<file path="src/rtl/amid_pkg.sv">
package amid_pkg;

  // Default axis sample width and fixed field widths
  localparam int SAMPLE_BITS_DEF = 16;
  localparam int MAG_W           = 16;
  localparam int AXIS_W          = 16;
  localparam int THR_W           = 16;

  // Register reset values in 1/256 g
  localparam logic [THR_W-1:0] IMPACT_THR_RST   = 16'd1280;
  localparam logic [THR_W-1:0] FREEFALL_THR_RST = 16'd64;
  localparam logic [MAG_W-1:0] MAG_MAX          = 16'hFFFF;

  // Register indexes (selected by paddr[2])
  localparam logic REG_IMPACT_THR   = 1'b0;
  localparam logic REG_FREEFALL_THR = 1'b1;

  // Item kinds
  localparam logic KIND_SAMPLE = 1'b0;
  localparam logic KIND_CLEAR  = 1'b1;

  // Last index of the three-axis square sequence (three squares, one drain)
  localparam logic [1:0] SQ_LAST = 2'd3;

  typedef struct packed {
    logic              kind;
    logic [AXIS_W-1:0] accel_x;
    logic [AXIS_W-1:0] accel_y;
    logic [AXIS_W-1:0] accel_z;
  } in_item_t;

  typedef struct packed {
    logic [MAG_W-1:0] magnitude;
    logic [MAG_W-1:0] peak;
    logic             impact;
    logic             freefall;
  } out_item_t;

  typedef enum logic [1:0] {
    ST_IDLE,
    ST_SQUARE,
    ST_ROOT,
    ST_HOLD
  } amid_state_t;

  // Handshake between the sequencer and the square-root unit
  typedef struct packed {
    logic start;
  } sqrt_ctl_t;

  typedef struct packed {
    logic busy;
    logic done;
  } sqrt_stat_t;

endpackage

</file>
<file path="src/rtl/amid_isqrt.sv">
module amid_isqrt
  import amid_pkg::*;
#(
  parameter int SAMPLE_BITS = SAMPLE_BITS_DEF
) (
  input  logic                       clk,
  input  logic                       rst_n,
  input  sqrt_ctl_t                  ctl,
  input  logic [2*SAMPLE_BITS-1:0]   radicand,
  output sqrt_stat_t                 stat,
  output logic [SAMPLE_BITS-1:0]     root
);

  localparam int RAD_W = 2 * SAMPLE_BITS;
  localparam int REM_W = SAMPLE_BITS + 1;
  localparam int CAT_W = SAMPLE_BITS + 3;
  localparam int CNT_W = $clog2(SAMPLE_BITS + 1);
  localparam logic [CNT_W-1:0] STEPS = CNT_W'(SAMPLE_BITS);
  localparam logic [CNT_W-1:0] ONE   = CNT_W'(1);

  logic [RAD_W-1:0]       rad_r, rad_nxt;
  logic [REM_W-1:0]       rem_r, rem_nxt;
  logic [SAMPLE_BITS-1:0] root_r, root_nxt;
  logic [CNT_W-1:0]       cnt_r, cnt_nxt;
  logic                   busy_r, busy_nxt;
  logic                   done_r, done_nxt;

  logic [CAT_W-1:0] rem_cat;
  logic [CAT_W-1:0] trial;
  logic [CAT_W-1:0] diff;
  logic             fits;

  // One root bit per step: bring down two radicand bits, try subtracting 4*root+1
  always_comb begin
    rem_cat = {rem_r, rad_r[RAD_W-1 -: 2]};
    trial   = {1'b0, root_r, 2'b01};
    diff    = rem_cat - trial;
    fits    = (rem_cat >= trial);

    rad_nxt  = rad_r;
    rem_nxt  = rem_r;
    root_nxt = root_r;
    cnt_nxt  = cnt_r;
    busy_nxt = busy_r;
    done_nxt = 1'b0;

    if (ctl.start) begin
      rad_nxt  = radicand;
      rem_nxt  = '0;
      root_nxt = '0;
      cnt_nxt  = STEPS;
      busy_nxt = 1'b1;
    end else if (busy_r) begin
      rad_nxt  = {rad_r[RAD_W-3:0], 2'b00};
      rem_nxt  = fits ? diff[REM_W-1:0] : rem_cat[REM_W-1:0];
      root_nxt = {root_r[SAMPLE_BITS-2:0], fits};
      cnt_nxt  = cnt_r - ONE;
      if (cnt_r == ONE) begin
        busy_nxt = 1'b0;
        done_nxt = 1'b1;
      end
    end
  end

  // Hold control state under reset, datapath runs free
  always_ff @(posedge clk) begin
    if (!rst_n) begin
      busy_r <= 1'b0;
      done_r <= 1'b0;
      cnt_r  <= '0;
    end else begin
      busy_r <= busy_nxt;
      done_r <= done_nxt;
      cnt_r  <= cnt_nxt;
    end
  end

  always_ff @(posedge clk) begin
    rad_r  <= rad_nxt;
    rem_r  <= rem_nxt;
    root_r <= root_nxt;
  end

  assign stat.busy = busy_r;
  assign stat.done = done_r;
  assign root      = root_r;

`ifndef SYNTHESIS
  a_done_after_busy: assert property (@(posedge clk) disable iff (!rst_n)
    done_r |-> $past(busy_r))
    else $error("square root done without a preceding busy step");

  a_not_both: assert property (@(posedge clk) disable iff (!rst_n)
    !(done_r && busy_r))
    else $error("square root busy and done at once");

  a_count_live: assert property (@(posedge clk) disable iff (!rst_n)
    busy_r |-> (cnt_r != '0))
    else $error("square root busy with zero steps left");
`endif

endmodule

</file>
<file path="src/rtl/accel_magnitude_impact_detector.sv">
// Each sample is squared axis by axis in the shared multiplier, the squares are summed,
// and the one-bit-per-cycle square-root unit takes the root of the sum; the saturated
// root then goes to the output register. A sample is taken only in the idle state, once
// the previous result has been loaded. A clear item zeroes the peak and gives no result.
// Reset (synchronous, active low): thresholds 1280 and 64, peak zero, no result pending.
module accel_magnitude_impact_detector
  import amid_pkg::*;
#(
  parameter int SAMPLE_BITS = SAMPLE_BITS_DEF
) (
  input  logic        clk,
  input  logic        rst_n,

  input  logic        in_valid,
  output logic        in_ready,
  input  in_item_t    in_data,

  output logic        out_valid,
  input  logic        out_ready,
  output out_item_t   out_data,

  input  logic        cfg_psel,
  input  logic        cfg_penable,
  input  logic        cfg_pwrite,
  input  logic [2:0]  cfg_paddr,
  input  logic [31:0] cfg_pwdata,
  output logic [31:0] cfg_prdata,
  output logic        cfg_pready
);

  localparam int SB    = SAMPLE_BITS;
  localparam int EXT_W = (SB > AXIS_W) ? SB : AXIS_W;
  localparam int RT_W  = (SB > MAG_W) ? SB : MAG_W;

  // ---------------- configuration registers ----------------
  logic [THR_W-1:0] impact_thr_r;
  logic [THR_W-1:0] freefall_thr_r;
  logic             cfg_wr;

  assign cfg_pready = 1'b1;
  assign cfg_wr     = cfg_psel && cfg_penable && cfg_pwrite;

  // Drop a zero impact threshold, keep the old one
  always_ff @(posedge clk) begin
    if (!rst_n) begin
      impact_thr_r   <= IMPACT_THR_RST;
      freefall_thr_r <= FREEFALL_THR_RST;
    end else if (cfg_wr) begin
      if (cfg_paddr[2] == REG_IMPACT_THR) begin
        if (cfg_pwdata[THR_W-1:0] != '0) begin
          impact_thr_r <= cfg_pwdata[THR_W-1:0];
        end
      end else begin
        freefall_thr_r <= cfg_pwdata[THR_W-1:0];
      end
    end
  end

  always_comb begin
    if (cfg_paddr[2] == REG_IMPACT_THR) begin
      cfg_prdata = {{(32-THR_W){1'b0}}, impact_thr_r};
    end else begin
      cfg_prdata = {{(32-THR_W){1'b0}}, freefall_thr_r};
    end
  end

  // ---------------- axis magnitude ----------------
  function automatic logic [SB-1:0] axis_abs(input logic [AXIS_W-1:0] field);
    logic [EXT_W-1:0] ext;
    logic [SB-1:0]    raw;
    ext = EXT_W'(field);
    raw = ext[SB-1:0];
    return raw[SB-1] ? (~raw + SB'(1)) : raw;
  endfunction

  amid_state_t        state_r, state_nxt;
  logic [SB-1:0]      ax_r, ay_r, az_r;
  logic [1:0]         sq_cnt_r;
  logic [2*SB-1:0]    prod_r;
  logic [2*SB-1:0]    sum_r;
  logic [SB-1:0]      sq_op;
  logic               start_r;
  logic [MAG_W-1:0]   mag_r;
  logic [MAG_W-1:0]   peak_r;
  logic               out_valid_r;
  out_item_t          out_data_r;

  sqrt_ctl_t          sq_ctl;
  sqrt_stat_t         sq_stat;
  logic [SB-1:0]      sq_root;
  logic [RT_W-1:0]    root_ext;
  logic [MAG_W-1:0]   mag_sat;
  logic [MAG_W-1:0]   peak_new;

  logic in_xfer, out_xfer, load_out;

  assign in_ready  = (state_r == ST_IDLE);
  assign in_xfer   = in_valid && in_ready;
  assign out_xfer  = out_valid_r && out_ready;
  assign out_valid = out_valid_r;
  assign out_data  = out_data_r;

  // Pick the axis for the shared multiplier
  always_comb begin
    unique case (sq_cnt_r)
      2'd0:    sq_op = ax_r;
      2'd1:    sq_op = ay_r;
      default: sq_op = az_r;
    endcase
  end

  // Saturate the root to the magnitude width
  assign root_ext = RT_W'(sq_root);
  assign mag_sat  = (root_ext > RT_W'(MAG_MAX)) ? MAG_MAX : root_ext[MAG_W-1:0];
  assign peak_new = (mag_r > peak_r) ? mag_r : peak_r;

  // Sequencer: square three axes, take the root, hand off to the output register
  always_comb begin
    state_nxt = state_r;
    load_out  = 1'b0;
    unique case (state_r)
      ST_IDLE: begin
        if (in_xfer && (in_data.kind == KIND_SAMPLE)) begin
          state_nxt = ST_SQUARE;
        end
      end
      ST_SQUARE: begin
        if (sq_cnt_r == SQ_LAST) begin
          state_nxt = ST_ROOT;
        end
      end
      ST_ROOT: begin
        if (sq_stat.done) begin
          state_nxt = ST_HOLD;
        end
      end
      ST_HOLD: begin
        if (!out_valid_r || out_ready) begin
          load_out  = 1'b1;
          state_nxt = ST_IDLE;
        end
      end
      default: state_nxt = ST_IDLE;
    endcase
  end

  always_ff @(posedge clk) begin
    if (!rst_n) begin
      state_r     <= ST_IDLE;
      sq_cnt_r    <= '0;
      start_r     <= 1'b0;
      peak_r      <= '0;
      out_valid_r <= 1'b0;
    end else begin
      state_r <= state_nxt;
      start_r <= (state_r == ST_SQUARE) && (sq_cnt_r == SQ_LAST);

      // Advance the square index
      if (in_xfer) begin
        sq_cnt_r <= '0;
      end else if (state_r == ST_SQUARE) begin
        sq_cnt_r <= sq_cnt_r + 2'd1;
      end

      // Clear or update the latched peak
      if (in_xfer && (in_data.kind == KIND_CLEAR)) begin
        peak_r <= '0;
      end else if (load_out) begin
        peak_r <= peak_new;
      end

      if (load_out) begin
        out_valid_r <= 1'b1;
      end else if (out_xfer) begin
        out_valid_r <= 1'b0;
      end
    end
  end

  // Datapath registers
  always_ff @(posedge clk) begin
    if (in_xfer) begin
      ax_r  <= axis_abs(in_data.accel_x);
      ay_r  <= axis_abs(in_data.accel_y);
      az_r  <= axis_abs(in_data.accel_z);
      sum_r <= '0;
    end else if (state_r == ST_SQUARE) begin
      if (sq_cnt_r != SQ_LAST) begin
        prod_r <= {{SB{1'b0}}, sq_op} * {{SB{1'b0}}, sq_op};
      end
      if (sq_cnt_r != 2'd0) begin
        sum_r <= sum_r + prod_r;
      end
    end
    if (sq_stat.done) begin
      mag_r <= mag_sat;
    end
    if (load_out) begin
      out_data_r.magnitude <= mag_r;
      out_data_r.peak      <= peak_new;
      out_data_r.impact    <= (mag_r >= impact_thr_r);
      out_data_r.freefall  <= (mag_r <= freefall_thr_r);
    end
  end

  assign sq_ctl.start = start_r;

  amid_isqrt #(
    .SAMPLE_BITS(SAMPLE_BITS)
  ) u_isqrt (
    .clk      (clk),
    .rst_n    (rst_n),
    .ctl      (sq_ctl),
    .radicand (sum_r),
    .stat     (sq_stat),
    .root     (sq_root)
  );

`ifndef SYNTHESIS
  a_peak_covers_mag: assert property (@(posedge clk) disable iff (!rst_n)
    out_valid_r |-> (out_data_r.peak >= out_data_r.magnitude))
    else $error("reported peak below reported magnitude");

  a_clear_zeroes_peak: assert property (@(posedge clk) disable iff (!rst_n)
    (in_xfer && (in_data.kind == KIND_CLEAR)) |=> (peak_r == '0))
    else $error("clear item did not zero the peak");

  a_impact_thr_nonzero: assert property (@(posedge clk) disable iff (!rst_n)
    impact_thr_r != '0)
    else $error("impact threshold holds zero");

  a_root_done_in_root: assert property (@(posedge clk) disable iff (!rst_n)
    sq_stat.done |-> (state_r == ST_ROOT))
    else $error("square root finished outside the root phase");
`endif

endmodule
</file>
<file path="config.mk">
export PLATFORM = sky130hd
export DESIGN_NAME = accel_magnitude_impact_detector
export DESIGN_NICKNAME = d
export VERILOG_FILES = /design/src/rtl/amid_pkg.sv /design/src/rtl/amid_isqrt.sv /design/src/rtl/accel_magnitude_impact_detector.sv
export SDC_FILE = /design/constraint.sdc
export NUM_CORES = 1
export LEC_CHECK = 0
export BUFFER_PORTS_ARGS = -buffer_cell sky130_fd_sc_hd__buf_2
export CAP_MARGIN = 20
export CORE_MARGIN = 4
export CORE_UTILIZATION = 55
export DETAILED_ROUTE_END_ITERATION = 8
export HOLD_SLACK_MARGIN = 0.12
export PLACE_DENSITY = 0.8
export SLEW_MARGIN = 20
export SYNTH_ARGS = -nofsm -noshare
export SYNTH_HDL_FRONTEND = slang
export SYNTH_SLANG_ARGS = --single-unit
</file>
<file path="constraint.sdc">
create_clock -name clk -period 14.3 [get_ports clk]
set_input_delay 2.86 -clock clk [delete_from_list [all_inputs] [get_ports clk]]
set_output_delay 2.86 -clock clk [all_outputs]
set_load 0.05 [all_outputs]
</file>
# == Yosys cells after proc, flatten, opt, wreduce, memory -nomap -nowiden ==
# Cells that the tools add are included.
# Widths: inputs -> output; s select.
# word_totals
ff_bits,288
inputBits,91
output_inout_bits,69
wordCells,107
# classes
n_addsub,7
n_mul,1
order_cmp,5
n_eq_ne,11
muxes,24
bitwise,8
reduce_logical,24
# op_table
op,n
$mux 32,2
$add 16x1->16 const B,3
$not 16->16,3
$mux 15,3
$add 32x32->32,1
$mul 16x16->32,1
$mux 16,2
$pmux 16 s2,1
$ge 19x18->1,1
$mux 17,1
$sub 17x17->17,1
$ge 16x16->1,1
$gt 16x16->1,1
$gt 16x16->1 const B,1
$le 16x16->1,1
$reduce_bool 16->1,1
$mux 5,2
$mux 1,8
$mux 2,4
$pmux 2 s4,1
$logic_and 1x1->1,7
$eq 2x2->1 const B,3
$ne 2x2->1 const B,3
$reduce_and 3->1,2
14 further kinds,26

# == Logic depth before layout (Yosys ltp) ==
# Gate-level depths: netlist (run 1).
# depth
word_depth,5
depth_mapped,32
ltp_nobuf,29

# == Cells and area by module ==
# From an unflattened synthesis (run 1), not the netlist that was laid out.
# unflattened
hier_cells,2363
area_unflattened_um2,22728.0
# modules_own_cells
mod,n_inst,cells_per_inst,area_each_um2,seq_area_each_um2
accel_magnitude_impact_detector,1,1969,18694.2,5595.4
amid_isqrt,1,394,4033.9,1761.7

# == Worst setup path after synthesis (run 1) ==
# Ideal clock, no wire load.
# synth_path
kind,flip-flop to flip-flop
from,register sq_cnt_r[0]
to,register prod_r[31] (data pin)
setup_ns,0.260
arrival_time_ns,7.054
required_ns,14.040
path_slack_ns,6.986
stages_incl_launch_ff,28
n_path_buf,2
period_less_slack_ns,7.314
path_cell_list,dfxtp_1 > inv_1 > ha_1 > clkbuf_1 > clkbuf_1 > a22o_1 > a21oi_1 > clkinv_1 > nand2_1 > fa_1 > fa_1 > inv_1 > fa_1 > fa_1 > fa_1 > inv_1 > fa_1 > inv_1 > ha_1 > a21oi_1 > o21ai_0 > a221oi_1 > nor3b_1 > nand3_1 > a41oi_1 > o31ai_1 > a21oi_1 > xnor2_1
# synth_between
elab_chain_len,3
word_cells_on_any_way,4
classes_between,1 x mul; 1 x eq/ne; 1 x mux; 1 x reduce/logical
# synth_lines
element,line,rtl
start: declaration,accel_magnitude_impact_detector.sv:78,logic [1:0] sq_cnt_r;
start signal: assignment,accel_magnitude_impact_detector.sv:162,sq_cnt_r <= sq_cnt_r + 2'd1;
$eq 2x1->1 or $logic_not 2->1 (tied branches),accel_magnitude_impact_detector.sv:105,unique case (sq_cnt_r)
$pmux 16 s2 *,accel_magnitude_impact_detector.sv:105,
$mul 16x16->32 *,accel_magnitude_impact_detector.sv:189,"prod_r <= {{SB{1'b0}}, sq_op} * {{SB{1'b0}}, sq_op};"
end signal: assignment,accel_magnitude_impact_detector.sv:189,
end: declaration,accel_magnitude_impact_detector.sv:79,logic [2*SB-1:0] prod_r;
# Every way passes the cells marked *; elsewhere a longest branch is shown, timed or not.
# A chain may end at the register's enable or synchronous reset.

# == Worst setup path after layout (run 1) ==
# Same ends and word-level chain as after synthesis.

==> results of run 1 <==
sequential cells by signal (all words and copies together), names as in the netlist:
name / count
ax_r: 16
ay_r: 16
az_r: 16
freefall_thr_r: 16
impact_thr_r: 16
mag_r: 16
out_data: 34
out_valid: 1
peak_r: 16
prod_r: 31
sq_cnt_r: 2
sq_ctl: 1
state_r: 2
sum_r: 32
u_isqrt.busy_r: 1
u_isqrt.cnt_r: 5
u_isqrt.done_r: 1
u_isqrt.rad_r: 32
u_isqrt.rem_r: 17
u_isqrt.root: 16
cell usage in the layout (no fill, tap or decap), types with 23 or more instances in the layout:
| master | synthesis | final |
|---|---|---|
| nor2_1 | 166 | 165 |
| xor2_1 | 30 | 30 |
| fa_1 | 164 | 164 |
| a21oi_1 | 119 | 118 |
| nor2b_1 | 29 | 26 |
| a21o_1 | 66 | 66 |
| a211oi_1 | 23 | 23 |
| mux2i_1 | 60 | 60 |
| clkbuf_16 | 0 | 30 |
| o21ai_0 | 81 | 81 |
| edfxtp_1 | 161 | 161 |
| buf_2 | 4 | 124 |
| xnor2_1 | 90 | 90 |
| dfxtp_1 | 126 | 124 |
| nand2_1 | 245 | 245 |
| mux2_2 | 32 | 32 |
| inv_1 | 337 | 336 |
| ha_1 | 205 | 205 |
synthesized netlist by cell type, drive strengths merged, types with 3 or more instances:
cell type | n | share of area (%)
mux2 | 32 | 1.6
o31ai | 15 | 0.53
o211ai | 4 | 0.14
nand2b | 18 | 0.51
a211oi | 23 | 0.78
a21boi | 18 | 0.61
nand2 | 246 | 4.2
xnor2 | 90 | 3.5
inv | 338 | 5.7
buf | 26 | 0.78
ha | 205 | 12
a21o | 66 | 2.2
a311oi | 4 | 0.19
and3 | 12 | 0.34
fa | 164 | 15
or3 | 12 | 0.34
nor3 | 21 | 0.47
o21bai | 14 | 0.52
dfxtp | 126 | 11
nor2b | 29 | 0.82
nor3b | 6 | 0.20
a21oi | 120 | 2.7
nand3b | 5 | 0.17
nor4 | 6 | 0.17
nand4 | 18 | 0.51
nor4b | 5 | 0.20
o41ai | 6 | 0.30
nor2 | 166 | 2.8
o21ai | 83 | 1.9
a22o | 18 | 0.71
clkinv | 6 | 0.10
nand3 | 16 | 0.36
a31oi | 10 | 0.31
o211a | 3 | 0.14
o21a | 16 | 0.54
edfxtp | 161 | 22
mux2i | 60 | 2.7
clkbuf | 60 | 1.0
xor2 | 30 | 1.2
and2 | 6 | 0.17
a221oi | 3 | 0.15
per-layer routing:
layer	wire length [um]	track usage, %	up-vias
li1	-	-	7866
met1	19500	26.6	7829
met2	24100	39.1	462
met3	2290	2.72	149
met4	2150	8.91	0
met5	0	0	-
final cells by class:
cell class | instances | area (sq um)
Clock inverter | 15 | 181
Inverter | 344 | 1290
Clock buffer | 41 | 812
Sequential cell | 287 | 7360
Multi-Input combinational cell | 1590 | 13300
Fill cell | 3232 | 15500
Timing Repair Buffer | 140 | 741
Tap cell | 525 | 657
cell families after synthesis:
kind of cell / after synthesis / share of synthesized area (%)
simple gates: 573 / 11.5
buf+inv: 430 / 7.60
compound gates: 419 / 12.5
fa+ha+maj: 369 / 26.3
flops: 287 / 33.1
xor+xnor: 120 / 4.73
mux: 92 / 4.32
other cells: 2 / 0.0338
per-stage QoR:
stage	instances	utilization [%]	setup slack [ns]	cell area [sq um]
floorplan	2307	-	6.99	22300
global placement	2886	58.5	5.52	23300
detailed placement	2886	58.5	5.31	23300
CTS	2942	61.0	5.32	24300
global route	2942	61.0	5.08	24300
finish	2942	61.0	5.53	24300
worst min-delay path, stage by stage, from the launching register on:
cell	delay, ns
dfxtp_1	0.32
nand2_1	0.05
a21boi_0	0.06
final timing paths:
| path | to | slack, ns | cells after the start |
|---|---|---|---|
| max | prod_r[31]$_DFFE_PP_ | 5.53 | 26 |
| min | freefall_thr_r[15]$_SDFFE_PN0P_ | 0.48 | 2 |
| max reg2reg | prod_r[31]$_DFFE_PP_ | 5.53 | 26 |
| min reg2reg | freefall_thr_r[15]$_SDFFE_PN0P_ | 0.48 | 2 |
==> impl_metrics.tcl, run 1 <==
set metrics [dict create \
    rsz_0062_raised_after_global_routing "no" \
    post_cts_hold_buffer_count 0 \
    globalRouteOverflowTotal 0 \
    postSynthCellCount 2292 \
    final_hold_vio_count 0 \
    fin_tns_setup_ns 0 \
    cts-buffers-inserted 30 \
    pin_count_of_the_biggest_net_entering_global_routing 72 \
    timing_max_transition_violations_final 0 \
    cts_root_buffer "clkbuf_16" \
    die_height_um 209 \
    cts_repair_resize_count 0 \
    dr_total_vias 16306 \
    critPathBufInv 6 \
    first_global_vias 16786 \
    path_max_fanout 20 \
    synthFlopType "edfxtp_1" \
    cts_htree_levels 1 \
    skew_ns 0.0102 \
    postRouteAntennaNets 0 \
    clock_sink_count 287 \
    critPathMostFrequentCell "fa_1" \
    ioPinCount 160 \
    hold_path.startpoint "freefall_thr_r[15]$_SDFFE_PN0P_" \
    fp.coreArea_sq_um 39800 \
    end_kind "flop" \
    routed_wire_length_per_instance_um 16.3 \
    io_buffer_count 124 \
    r2r_start "sq_cnt_r[0]$_SDFFE_PP0P_" \
    diodes_inserted 0 \
    place.detailed.hpwl_um 37600 \
    synth_cell_types 73 \
    flow.area_growth_from_synthesis_pct 9.29 \
    wire_length_of_the_first_global_routing_pass_um 80100 \
    least_margin_pin_slew_ns 1.02 \
    synth.avg_cell_area_sq_um 9.70 \
    critical-path-slowest-cell "a21oi_1" \
    route.detailed.drc 0 \
    fmax_ghz 0.114 \
    timing.slew.headroom_pct 32.0 \
    asyncSetResetFlopFracSynth_pct 0 \
    detailed_routing_iteration_count_for_the_pre_antenna_repair_pass 5 \
    synth-seq-area-share_pct 33.1 \
    maxCapViolCount 0 \
    yosys_register_bits 287 \
    result_of_the_run "finished clean" \
    start_util_pct 55.8 \
    layout_worst_path_cycle_share_pct 61.3 \
    critPathMaxStageDelay_ns 0.77 \
    number_of_flops_mapped_to_enable_cells_by_yosys 161 \
    hold_ws_ns 0.482 \
    place_congestion 0.925 \
    clock_latency_ns 0.58 \
    clk_transition_reported_paths_ns 0.06 \
    setup.worst_path.start_class "flop" \
    cp-startpoint "sq_cnt_r[0]$_SDFFE_PP0P_" \
    viasPerCell 5.54 \
    tritoncts "done" \
    clock_path_buffers 3 \
    crit_path_required_time_ns 14.63 \
    cp_data_arrival_time_ns 9.10 \
    layout.nets 2853 \
    std_cell_rows 73 \
    floorplan.die.width_um 209 \
    totalWireLength_um 48000 \
    ys.warnings.count 0 \
    final_period_minus_worst_setup_slack_ns 8.77 \
    setup_violation_total_in_the_final_timing_report 0 \
    min_path_type "flop to flop" \
    layout_cell_share_with_drive_strength_beyond_1_pct 10.1 \
    antenna_violations_before_repair 0 \
    die_area_sq_um 43700 \
    groute.usage.overall_pct 21.8 \
    path_delay_family "adder cells" \
    synth_area_sq_um 22200 \
    critical_path_class "flop to flop" \
    dr.first_iter.drc_count 878 \
    post_cts_buffers 0 \
]
Power of run 1 is left out: the tool's default activity adds up to more than one toggle a clock period on the data nets, which glitch-free logic cannot reach.
==> run 2, diff against run 1 <==
- ABC_AREA: unset -> 1
- clock period: 14.3 -> 8.6 ns (I/O delays scaled with it)
==> run 2 against run 1 <==
Against the previous run:
- die area grew 7.0%
- critical path type unchanged
- hold slack got worse by 0.051 ns
- sequential share of layout area decreased by 2.0 points
- clock skew is 0.0065 ns higher
- utilization down 0.50 points
- first-iteration DRC count increased by 88%
- critical path depth up 3
- area after synthesis is 7.3% higher
- count of clock-buffer cells in the layout is the same
- register-to-register slack lost 4.5 ns
==> impl_metrics.tcl, run 2 <==
set metrics [dict create \
    result_of_the_run "finished clean" \
    crit-reg2reg-capture "prod_r[28]$_DFFE_PP_" \
    pin_count_of_the_biggest_net_entering_global_routing 77 \
    min_path_type "flop to flop" \
    totalWireLength_um 55200 \
    io_buffer_count 124 \
    critPathMostFrequentCell "inv_1" \
    fillCellCount 3741 \
    tritoncts "done" \
    synth_area_sq_um 23900 \
    timing_max_transition_violations_final 0 \
    viasPerCell 5.24 \
    antenna_violations_before_repair 1 \
    final_common_cell "nand2_1" \
    setup.worst_path.end "prod_r[28]$_DFFE_PP_" \
    final-instance-count-excl-fill 3756 \
    hold_ws_ns 0.431 \
    clock_sink_count 287 \
    crit_path_required_time_ns 8.94 \
    ioPinCount 160 \
    synth.avg_cell_area_sq_um 7.81 \
    die_height_um 216 \
    dr_total_vias 19663 \
    synthFlopType "edfxtp_1" \
    layout_cell_share_with_drive_strength_beyond_1_pct 6.59 \
    ys_top_cells_by_area "edfxtp_1 (20%), fa_1 (14%), nand2_1 (12%), ha_1 (11%), inv_1 (11%)" \
    post_cts_buffers 0 \
    synth-seq-area-share_pct 30.8 \
    r2r.worst_path.cells 29 \
    final_hold_vio_count 0 \
    cp-startpoint "sq_cnt_r[0]$_SDFFE_PP0P_" \
    netlist_top_cells_count "nand2_1 (737), inv_1 (673), ha_1 (205)" \
    clock_latency_ns 0.59 \
    postSynthCellCount 3052 \
    route.detailed.drc 0 \
    final_area_sq_um 26000 \
    layout.cells.most_common_list "nand2_1 (737), inv_1 (671), ha_1 (205), a21oi_1 (173), nand3_1 (165)" \
    setup_violation_total_in_the_final_timing_report 0 \
    cts_repair_resize_count 0 \
    ff2ff_setup_slack_ns 1.00 \
    largest_register_ff_count 34 \
    cts_htree_levels 1 \
    wire_length_of_the_first_global_routing_pass_um 92900 \
    rsz_0062_raised_after_global_routing "no" \
    synth_cell_types 46 \
    flow.area_growth_from_synthesis_pct 9.05 \
    fin_tns_setup_ns 0 \
    maxCapViolCount 0 \
    critical-path-slowest-cell "ha_1" \
    layout_worst_path_cycle_share_pct 88.3 \
    synth_area_leader_cell "edfxtp_1" \
    yosys_register_bits 287 \
    placed_cell_area_sq_um 24900 \
    setup.worst_path.start_class "flop" \
    critPathMaxStageDelay_ns 0.73 \
    layout.nets 3606 \
    place_congestion 0.935 \
    least_margin_pin_slew_ns 0.994 \
    critical_path_class "flop to flop" \
    path_max_fanout 18 \
    globalRouteOverflowTotal 0 \
    instance_count_after_placement_with_tap_cells_included 3699 \
    number_of_flops_mapped_to_enable_cells_by_yosys 161 \
    postRouteAntennaNets 0 \
    clock_path_buffers 3 \
    asyncSetResetFlopFracSynth_pct 0 \
    floorplan.die.width_um 216 \
    timing.slew.headroom_pct 33.7 \
    first_global_vias 19313 \
    dr.first_iter.drc_count 1655 \
    yosys.area.top_type_share_pct 20.3 \
    cp_data_arrival_time_ns 7.93 \
    final_period_minus_worst_setup_slack_ns 7.60 \
    detailed_routing_iteration_count_for_the_pre_antenna_repair_pass 7 \
    fmax_ghz 0.132 \
    post_cts_hold_buffer_count 0 \
    skew_ns 0.0166 \
    synthMostInstantiatedCell "nand2_1" \
    routed_wire_length_per_instance_um 14.7 \
    cts_root_buffer "clkbuf_16" \
    cts-buffers-inserted 30 \
    place.detailed.hpwl_um 42800 \
    clk_transition_reported_paths_ns 0.06 \
    fp.coreArea_sq_um 43000 \
    r2r_start "sq_cnt_r[0]$_SDFFE_PP0P_" \
    whs_path_depth 0 \
    start_util_pct 55.5 \
    groute.usage.overall_pct 23.8 \
    std_cell_rows 76 \
    ys.warnings.count 0 \
    end_kind "flop" \
    die_area_sq_um 46800 \
]
-- run 2: cell types whose count changed after synthesis, sizes merged, moves of 32 or more --
cell,change
xnor2,-70
nand2,+497
a21o,-60
mux2,-32
mux2i,-60
a21oi,+56
o21ai,+55
xor2,+40
inv,+337
nand3,+153
-- run 2: cell families (layout without fill, tap and decap cells) --
family          after synthesis  after routing  synth area share (%)
compound gates              380            380                  8.64
xor+xnor                     90             90                  3.31
fa+ha+maj                   369            369                  24.5
buf+inv                     767            870                  12.6
flops                       287            287                  30.8
other cells                   2             18                0.0315
simple gates               1157           1157                  20.1
-- run 2: routing by layer --
metal	up-vias	track usage (%)	part of all wire (%)	wire length [um]
met3	110	3.10	6.5	3580
met2	676	41.8	49	26800
met5	-	0	0	0
li1	9754	-	-	-
met1	9123	30.8	42	23200
met4	0	7.02	2.9	1610
-- run 2: worst max-delay path: cells and delay by family (launching register included) --
kind / cells / cell delay, ns
AO/OA/AOI/OAI: 2 / 0.55
adder cells (fa/ha/maj): 8 / 4.18
buffers and inverters: 9 / 0.86
flip-flops: 1 / 0.34
AND/OR/NAND/NOR: 10 / 1.41
-- run 2: per-stage QoR --
step                      utilization, %  worst slack (ns)
after detailed placement            57.9              1.11
after global placement              57.9              1.18
after CTS                           60.5              1.04
after global routing                60.5             0.543
after floorplan                        -              2.35
final                               60.5              1.00
-- run 2: worst min path at each step --
stage                          endpoint                          start
global placement     mag_r[2]$_DFFE_PP_   u_isqrt.root[2]$_SDFFE_PP0P_
detailed placement  mag_r[10]$_DFFE_PP_  u_isqrt.root[10]$_SDFFE_PP0P_
finish               mag_r[8]$_DFFE_PP_   u_isqrt.root[8]$_SDFFE_PP0P_
floorplan           mag_r[10]$_DFFE_PP_  u_isqrt.root[10]$_SDFFE_PP0P_
CTS                  mag_r[8]$_DFFE_PP_   u_isqrt.root[8]$_SDFFE_PP0P_
global route         mag_r[8]$_DFFE_PP_   u_isqrt.root[8]$_SDFFE_PP0P_
-- run 2: final cells by class --
type	instances	area (sq um)	share of cell area [%]
Antenna cell	1	2.50	0.00962
Inverter	677	2540	9.77
Tap cell	585	732	2.81
Clock inverter	15	280	1.08
Clock buffer	41	832	3.20
Sequential cell	287	7360	28.3
Timing Repair Buffer	137	718	2.76
Multi-Input combinational cell	2013	13500	52.1
Power of run 2 is left out for the same reason.
